<file path="src/greedy_box_suppression_defines.svh">
// ----------------------------------------------------------------------------
// Greedy box suppression assertion macros
// Shared assertion shorthands, clocked on aclk and disabled while in reset.
// ----------------------------------------------------------------------------
`ifndef GREEDY_BOX_SUPPRESSION_DEFINES_SVH
`define GREEDY_BOX_SUPPRESSION_DEFINES_SVH

// Condition that must hold at every clock edge.
`define GBS_ASSERT_ALWAYS(label, cond, msg) \
    label: assert property (@(posedge aclk) disable iff (!aresetn) (cond)) else $error(msg);

// Consequent that must hold in the cycle after the antecedent.
`define GBS_ASSERT_NEXT(label, ante, cons, msg) \
    label: assert property (@(posedge aclk) disable iff (!aresetn) (ante) |=> (cons)) else $error(msg);

`endif

</file>
<file path="src/gbs_pkg.sv">
// ----------------------------------------------------------------------------
// Greedy box suppression package
// Sizes, register map, controller states and the structs shared by modules.
// ----------------------------------------------------------------------------
package gbs_pkg;

    localparam int MAX_KEPT   = 64;
    localparam int MAX_ITEMS  = 4096;
    localparam int COORD_BITS = 16;

    localparam int FIELD_W  = 16;
    localparam int THR_W    = 16;
    localparam int COORD_W  = COORD_BITS;
    localparam int AREA_W   = 2 * COORD_W;
    localparam int UNION_W  = AREA_W + 1;
    localparam int PROD_W   = UNION_W + THR_W;
    localparam int ENTRY_W  = 4 * COORD_W + AREA_W;
    localparam int CNT_W    = $clog2(MAX_KEPT + 1);
    localparam int ADDR_W   = (MAX_KEPT > 1) ? $clog2(MAX_KEPT) : 1;
    localparam int ITEM_W   = $clog2(MAX_ITEMS);

    localparam int PADDR_W  = 3;
    localparam int PDATA_W  = 32;
    localparam logic [THR_W-1:0] IOU_THRESHOLD_RESET = 16'd29491;
    localparam logic REG_IOU_THRESHOLD = 1'b0;

    typedef enum logic [1:0] {
        ST_IDLE,
        ST_SCAN,
        ST_DRAIN
    } gbs_state_t;

    typedef struct packed {
        logic capture;
        logic issue;
        logic commit;
    } gbs_cmd_t;

    typedef struct packed {
        logic             more;
        logic             pipe_busy;
        logic             out_free;
        logic [CNT_W-1:0] kept_count;
    } gbs_status_t;

    typedef struct packed {
        logic [FIELD_W-1:0] box_height;
        logic [FIELD_W-1:0] box_width;
        logic [FIELD_W-1:0] box_top;
        logic [FIELD_W-1:0] box_left;
    } gbs_box_t;

    typedef struct packed {
        logic [3:0]  pad;
        logic        store_overflow;
        logic [5:0]  kept_slot;
        logic [11:0] item_number;
        logic        keep;
    } gbs_result_t;

endpackage

</file>
<file path="src/gbs_ctrl.sv">
// ----------------------------------------------------------------------------
// Greedy box suppression controller
// Sequences capture, the scan over the kept store, the drain and the commit.
// ----------------------------------------------------------------------------
module gbs_ctrl (
    input  logic                aclk,
    input  logic                aresetn,
    input  logic                s_tvalid,
    output logic                s_tready,
    input  gbs_pkg::gbs_status_t status,
    output gbs_pkg::gbs_cmd_t    cmd
);

    gbs_pkg::gbs_state_t state_reg;
    gbs_pkg::gbs_state_t state_next;

    always_ff @(posedge aclk) begin
        if (!aresetn) begin
            state_reg <= gbs_pkg::ST_IDLE;
        end else begin
            state_reg <= state_next;
        end
    end

    always_comb begin
        state_next = state_reg;
        case (state_reg)
            gbs_pkg::ST_IDLE: begin
                if (s_tvalid) begin
                    state_next = gbs_pkg::ST_SCAN;
                end
            end
            gbs_pkg::ST_SCAN: begin
                if (!status.more) begin
                    state_next = gbs_pkg::ST_DRAIN;
                end
            end
            gbs_pkg::ST_DRAIN: begin
                if (!status.pipe_busy && status.out_free) begin
                    state_next = gbs_pkg::ST_IDLE;
                end
            end
            default: begin
                state_next = gbs_pkg::ST_IDLE;
            end
        endcase
    end

    always_comb begin
        s_tready    = 1'b0;
        cmd.capture = 1'b0;
        cmd.issue   = 1'b0;
        cmd.commit  = 1'b0;
        case (state_reg)
            gbs_pkg::ST_IDLE: begin
                s_tready    = 1'b1;
                cmd.capture = s_tvalid;
            end
            gbs_pkg::ST_SCAN: begin
                cmd.issue = status.more;
            end
            gbs_pkg::ST_DRAIN: begin
                cmd.commit = !status.pipe_busy && status.out_free;
            end
            default: begin
                s_tready = 1'b0;
            end
        endcase
    end

endmodule

</file>
<file path="config.mk">
export PLATFORM = sky130hd
export DESIGN_NAME = gbs_ctrl
export DESIGN_NICKNAME = d
export VERILOG_FILES = /design/src/greedy_box_suppression_defines.svh /design/src/gbs_pkg.sv /design/src/gbs_ctrl.sv
export SDC_FILE = /design/constraint.sdc
export NUM_CORES = 1
export LEC_CHECK = 0
export BUFFER_PORTS_ARGS = -buffer_cell sky130_fd_sc_hd__buf_2
export CAP_MARGIN = 20
export CORE_AREA = 2 2 39 41
export DETAILED_ROUTE_END_ITERATION = 7
export DIE_AREA = 0 0 41 43
export GPL_TIMING_DRIVEN = 0
export PLACE_DENSITY = 0.35
export SETUP_SLACK_MARGIN = 0.02
export SYNTH_ARGS = -nofsm -noshare
export SYNTH_HDL_FRONTEND = slang
export SYNTH_SLANG_ARGS = --single-unit
</file>
<file path="constraint.sdc">
create_clock -name aclk -period 0.8 [get_ports aclk]
set_input_delay 0.04 -clock aclk [delete_from_list [all_inputs] [get_ports aclk]]
set_output_delay 0.04 -clock aclk [all_outputs]
set_load 0.02 [all_outputs]
</file>
==> results.md, run 1 <==
- Status: finished with violations
- Violated checks: setup timing
- Pre-CTS setup slack: -0.0323 ns
- Clock Latency Late Sink: 0.23 ns
- Gate Count Post-Synth: 13
- Die ar.: 1760 µm²
- Ys Warns: 0
- Tcrit/Tclk final: 1.21
- Site Rows: 14
- Drt initial violations: 3
- Power share of the combinational group: 0.259
- Final Util: 0.204
- First-pass GRT wire length: between 500 and 600 µm
- Max Slew Vio Count: 0
- Worst R2R End: state_reg[0]
- Setup TNS: -0.705 ns
- WP data required: between 0.7 and 0.8 ns
- Post-synthesis cell area: around 120 µm²
- Syn nets: 26
- P_int: 344 µW
- WP data arrival: 0.93 ns
- Max_slew headroom: 0.876
- Number of clock sinks: 2
- Hold Violations, Final: 0
- Critical-path maximum fanout: 5
- Hold Buf Count CTS: 0
- Antenna violations before repair: 0
- Internal reg-to-reg setup slack: -0.10 ns
- Worst R2R Start: state_reg[0]
- CTS buffer count: 3
- Top-area cell type share of the netlist area: 0.337
- Hold Worst Slack: approximately 0.072 ns
- FF+latch count, synth: 2
- Final setup violating endpoints: 5
- Final antenna-violating net count: 0
- Port bufs: 9
- Hpwl dp: 273 µm
- Root Buffer: clkbuf_4
- Pin count of the biggest net entering global routing: 6
- Vias in the first global route: between 150 and 200
- R2R cell count: 3
- Hold depth: 2
- Clock tree buffer depth: 2
- Vias: between 150 and 200
- I/O pins: 17
- Area leader, netlist: dfxtp_1
- Pleak: 0.000127 µW
- Skew final: roughly 0.000028 ns
- Clk slew on worst S/H paths: approximately 0.030 ns
- Max-cap check violation count: 0
- Register area share after synthesis: 0.337
- Synth cell types: 11
- Inserted Diodes: 0
- Synth area leaders: dfxtp_1 (34%), nor3b_2 (11%), and3b_2 (8.4%)
- DR WL/cell: between 8 and 9 µm
- Die X-Extent: between 40 and 50 µm
- Non-filler instance count after layout: between 40 and 50
- Endpoint, Worst Hold: state_reg[1]
- RSZ-0062 raised after global routing: yes
- Core area: about 1400 µm²
- CP Launch Type: flip-flop
- Tightest Hold Check Type: input port to flip-flop
- Die Span Y: 43 µm
- Worst hold start: aresetn
- Overall Global Routing Usage: 0.0511
- Routed WL: around 380 µm
- Tmin final: 0.969 ns
- Initial Util: 0.0859
- Number of remaining DRC errors: 0
- Placer Congestion: 0.519
- H-tree Lvls: 1
- Avg Inst Size Synth: between 9 and 10 µm²
- Synth-to-Final Area Change: 138%
- Layout cells sized above 1: 0.786
- Final WS setup: -0.169 ns
- Sw Ratio: 0.262
- Reg power frac: 0.253
- CP Class: flip-flop to primary output
- Highest clock rate: 1030 MHz
- Tightest Pin Transition: about 0.18 ns
- Pwr dens: around 1600 nW/µm²
- Max reg flops: 2
- Filler cells: about 150
- CTS tree: built
- VDD IR-drop max: 284 µV
- Post-Place Cells: 38
- Clock Power Share: 0.487
- P_sw: ~120 µW
- Drt first pass iters: 2
- Vias/cell: 3.61
- Global route total overflow: 0
- Fin nets: 43
- CP endpoint kind: primary output
-- cell type report --
type	instances	area, µm²	area share
multi-input combinational	11	100	0.354
timing repair buffer	12	92.6	0.327
sequential	2	47.5	0.168
clock buffer	3	22.5	0.0796
tap	16	20.0	0.0708
-- how the worst max path moves through the flow --
stage / depth (start not counted) / to / from
after floorplan: 2 / state_reg[0] / state_reg[0]
after global placement: 2 / state_reg[0] / state_reg[0]
after detailed placement: 2 / state_reg[0] / state_reg[0]
after CTS: 2 / cmd[1] / state_reg[1]
after global routing: 2 / cmd[1] / state_reg[1]
final: 2 / cmd[1] / state_reg[1]
-- cells by family after synthesis --
kind of cell	share of synthesized area
AOI/OAI and AO/OA	0.0632
muxes	0.0842
DFF	0.337
and+or+nand+nor	0.516
-- repair_timing --
action                     4_1_cts  5_1_grt
pin swaps                        2        0
buffers inserted                 3        0
gates resized for setup         12        0
setup endpoints to repair        5        6
-- worst max-delay path: stages, from the launching register on --
cell	delay, ns
dfxtp_4	0.36
and3b_2	0.21
buf_6	0.13
-- cell usage in the layout (no fill, tap or decap), types with 2 or more instances in the layout --
cell type / count
clkbuf_4: 3
buf_4: 3
dfxtp_4: 2
buf_6: 4
buf_2: 5
-- through the flow --
stage | instance area, µm² | total power [µW]
final | 283 | 466
after CTS | 283 | 480
after detailed placement | 206 | 205
after global placement | 206 | 205
after floorplan | 141 | 175
after global routing | 283 | 485
-- layer usage --
| layer | wire length [µm] | vias to the layer above | GRT usage |
|---|---|---|---|
| met5 | 0 | - | 0 |
| met1 | 124 | 66 | 0.0287 |
| met3 | 71 | 4 | 0.0314 |
| li1 | - | 77 | - |
| met2 | 163 | 12 | 0.0750 |
| met4 | 23 | 0 | 0.0800 |
-- synth_stat cells --
master	instances
mux2i_1	1
nand2b_1	1
nand3b_1	1
nor2_1	2
and3b_2	1
dfxtp_1	2
a21boi_0	1
nor3b_2	1
nor3b_1	1
nand2_1	1
and2_1	1
-- power groups by stage --
stage	Clock [µW]	Combinational (µW)	Sequential, µW
final	227	121	118
after global routing	237	129	119
after CTS	241	121	118
after detailed placement	0	80.3	125
after global placement	0	80.3	125
after floorplan	0	51.9	123
Power figures use the tool's default switching activity.
==> run 2: changes to the inputs <==
--- a/config.mk
+++ b/config.mk
@@ -12,6 +12,7 @@
 export DIE_AREA = 0 0 41 43
 export GPL_TIMING_DRIVEN = 0
 export PLACE_DENSITY = 0.35
+export REMOVE_ABC_BUFFERS = 1
 export SETUP_SLACK_MARGIN = 0.02
 export SYNTH_ARGS = -nofsm -noshare
 export SYNTH_HDL_FRONTEND = slang
==> run 2 against run 1 <==
Net effect:
- worst setup slack gained 0.0047 ns
- clock power barely moved
- first-iteration DRC count shrank 100%
- final cell count unchanged
- sequential power barely moved
- critical path depth grew 1
- clock skew up 0.0082 ns
- worst hold slack about the same
- combinational power increased by 7%
- critical endpoint is now cmd[2]
- non-clock buffer count stayed put
- highest routed layer unchanged
- critical path type unchanged
- the run still ends with setup timing left
- register-to-register slack about the same
==> results.md, run 2 (same netlist as run 1, synthesis figures left out) <==
- Hold Violations, Final: 0 (unchanged)
- CP Buf/Inv Count: 1 (unchanged)
- Highest clock rate: 1040 MHz (was 1030 MHz)
- CP endpoint kind: primary output (unchanged)
- Number of clock sinks: 2 (unchanged)
- Site Rows: 14 (unchanged)
- Final WS setup: -0.164 ns (was -0.169 ns)
- Overall Global Routing Usage: 0.0551 (was 0.0511)
- Die ar.: 1760 µm² (unchanged)
- Setup TNS: -0.709 ns (was -0.705 ns)
- Pre-CTS setup slack: -0.0480 ns (was -0.0323 ns)
- Synth-to-Final Area Change: 138% (unchanged)
- Core area: 1380 µm² (unchanged)
- Critical-path cell list: nor2_4, and2_4, buf_6 (was and3b_2, buf_6)
- Status: finished with violations (unchanged)
- Die Span Y: 43 µm (unchanged)
- Area of the multi-input gates: 100 µm² (unchanged)
- RSZ-0062 raised after global routing: yes (unchanged)
- Die X-Extent: 41 µm (unchanged)
- CTS tree: built (unchanged)
- Routed WL: 417 µm (was 382 µm)
- Worst R2R End: state_reg[0] (unchanged)
- Skew final: 0.00819 ns (was 0.0000277 ns)
- Tightest Hold Check Type: input port to flip-flop (unchanged)
- Pwr dens: 1670 nW/µm² (was 1650 nW/µm²)
- Reg power frac: 0.247 (was 0.253)
- Max reg flops: 2 (unchanged)
- Sw Ratio: 0.261 (was 0.262)
- P_sw: 123 µW (was 122 µW)
- Worst hold start: aresetn (unchanged)
- Final antenna-violating net count: 0 (unchanged)
- DR WL/cell: 9.48 µm (was 8.68 µm)
- Inserted Diodes: 0 (unchanged)
- Vias in the first global route: 147 (was 151)
- Global route total overflow: 0 (unchanged)
- Initial Util: 0.0859 (unchanged)
- Tightest Pin Transition: 0.192 ns (was 0.181 ns)
- Commonest cells after routing, fill and taps aside: buf_2 (5), buf_6 (4), clkbuf_4 (3), buf_4 (3) (was buf_2 (5), buf_6 (4), clkbuf_4 (3), buf_4 (3), dfxtp_4 (2))
- CTS buffer count: 3 (unchanged)
- Placed Instance Area: 184 µm² (was 206 µm²)
- Antenna violations before repair: 0 (unchanged)
- Final setup violating endpoints: 6 (was 5)
- CP max-delay cell: dfxtp_4 (unchanged)
- Pleak: 0.000125 µW (was 0.000127 µW)
- Tmin final: 0.964 ns (was 0.969 ns)
- Drt first pass iters: 1 (was 2)
- Max Slew Vio Count: 0 (unchanged)
- Crit path max-delay family: flip-flops (unchanged)
- First-pass GRT wire length: 572 µm (was 503 µm)
- P_int: 348 µW (was 344 µW)
- Filler cells: 150 (was 154)
- Clock tree buffer depth: 2 (unchanged)
- Placer Congestion: 0.601 (was 0.519)
- Tcrit/Tclk final: 1.21 (about the same)
- Internal reg-to-reg setup slack: -0.10 ns (about the same)
- Layout cells sized above 1: 0.857 (was 0.786)
- CP Launch Type: flip-flop (unchanged)
- WP data arrival: 0.92 ns (was 0.93 ns)
- H-tree Lvls: 1 (unchanged)
- Vias/cell: 3.48 (was 3.61)
- CP Class: flip-flop to primary output (unchanged)
- Fin nets: 43 (unchanged)
- Port bufs: 9 (unchanged)
- Power share of the combinational group: 0.276 (was 0.259)
- Register area: 47.5 µm² (unchanged)
- Endpoint, Worst Hold: state_reg[1] (unchanged)
- Hold Worst Slack: 0.0717 ns (was 0.0720 ns)
- Vias: 153 (was 159)
- Max_slew headroom: 0.869 (was 0.876)
- WP data required: 0.76 ns (about the same)
- Max-cap check violation count: 0 (unchanged)
- Root Buffer: clkbuf_4 (unchanged)
- Fin area: 283 µm² (unchanged)
- VDD IR-drop max: 634 µV (was 284 µV)
- I/O pins: 17 (unchanged)
- Number of remaining DRC errors: 0 (unchanged)
- Max stage delay on crit path: 0.35 ns (was 0.36 ns)
- Pin count of the biggest net entering global routing: 6 (unchanged)
- Most common cell after layout, fill and taps aside: buf_2 (unchanged)
- R2R cell count: 3 (unchanged)
- Worst R2R Start: state_reg[0] (unchanged)
- Drt initial violations: 0 (was 3)
- Clock Power Share: 0.477 (was 0.487)
- Hold depth: 2 (unchanged)
- Clk slew on worst S/H paths: 0.03 ns (about the same)
- Violated checks: setup timing (unchanged)
- Clock Latency Late Sink: 0.22 ns (was 0.23 ns)
- Critical-path maximum fanout: 5 (unchanged)
-- run 2: worst max path at each step --
stage | startpoint | endpoint | slack [ns] | depth (start not counted)
after global placement | state_reg[0] | cmd[2] | -0.03 | 3
after CTS | state_reg[1] | cmd[2] | -0.17 | 3
final | state_reg[1] | cmd[2] | -0.16 | 3
after detailed placement | state_reg[0] | cmd[2] | -0.05 | 3
after floorplan | state_reg[0] | cmd[2] | -0.20 | 2
after global routing | state_reg[1] | cmd[2] | -0.21 | 3
-- run 2: per-layer routing --
metal / vias up / part of all wire / GRT usage / routed length, µm
met5: - / 0 / 0 / 0
met3: 2 / 0.13 / 0.0419 / 55
met1: 65 / 0.30 / 0.0573 / 127
li1: 76 / - / - / -
met2: 10 / 0.54 / 0.0625 / 225
met4: 0 / 0.019 / 0.0600 / 8
-- run 2: timing repair --
item | in CTS | in global routing
setup buffers | 2 | 1
hold buffers | 0 | 0
endpoints found under the setup margin | 5 | 6
pin swaps | 4 | 2
gates cloned | 0 | 0
gates resized for setup | 15 | 4
-- run 2: power by group through the flow --
stage,logic [µW],registers (µW),clock network [µW]
4_1_cts,108,116,238
3_3_place_gp,73.0,118,0
5_1_grt,138,118,246
3_5_place_dp,73.5,118,0
6_report,130,117,225
2_1_floorplan,44.4,116,0
-- run 2: final cells by class --
type,count,share of cell area
Sequential cell,2,0.168
Multi-Input combinational cell,11,0.354
Tap cell,16,0.0708
Clock buffer,3,0.0796
Timing Repair Buffer,12,0.327
-- run 2: metrics by stage --
stage | std cells | power, µW | utilization
4_1_cts | 43 | 462 | 0.190
3_5_place_dp | 38 | 192 | 0.133
6_report | 44 | 471 | 0.204
2_1_floorplan | 13 | 160 | -
3_3_place_gp | 38 | 191 | 0.133
5_1_grt | 44 | 502 | 0.204
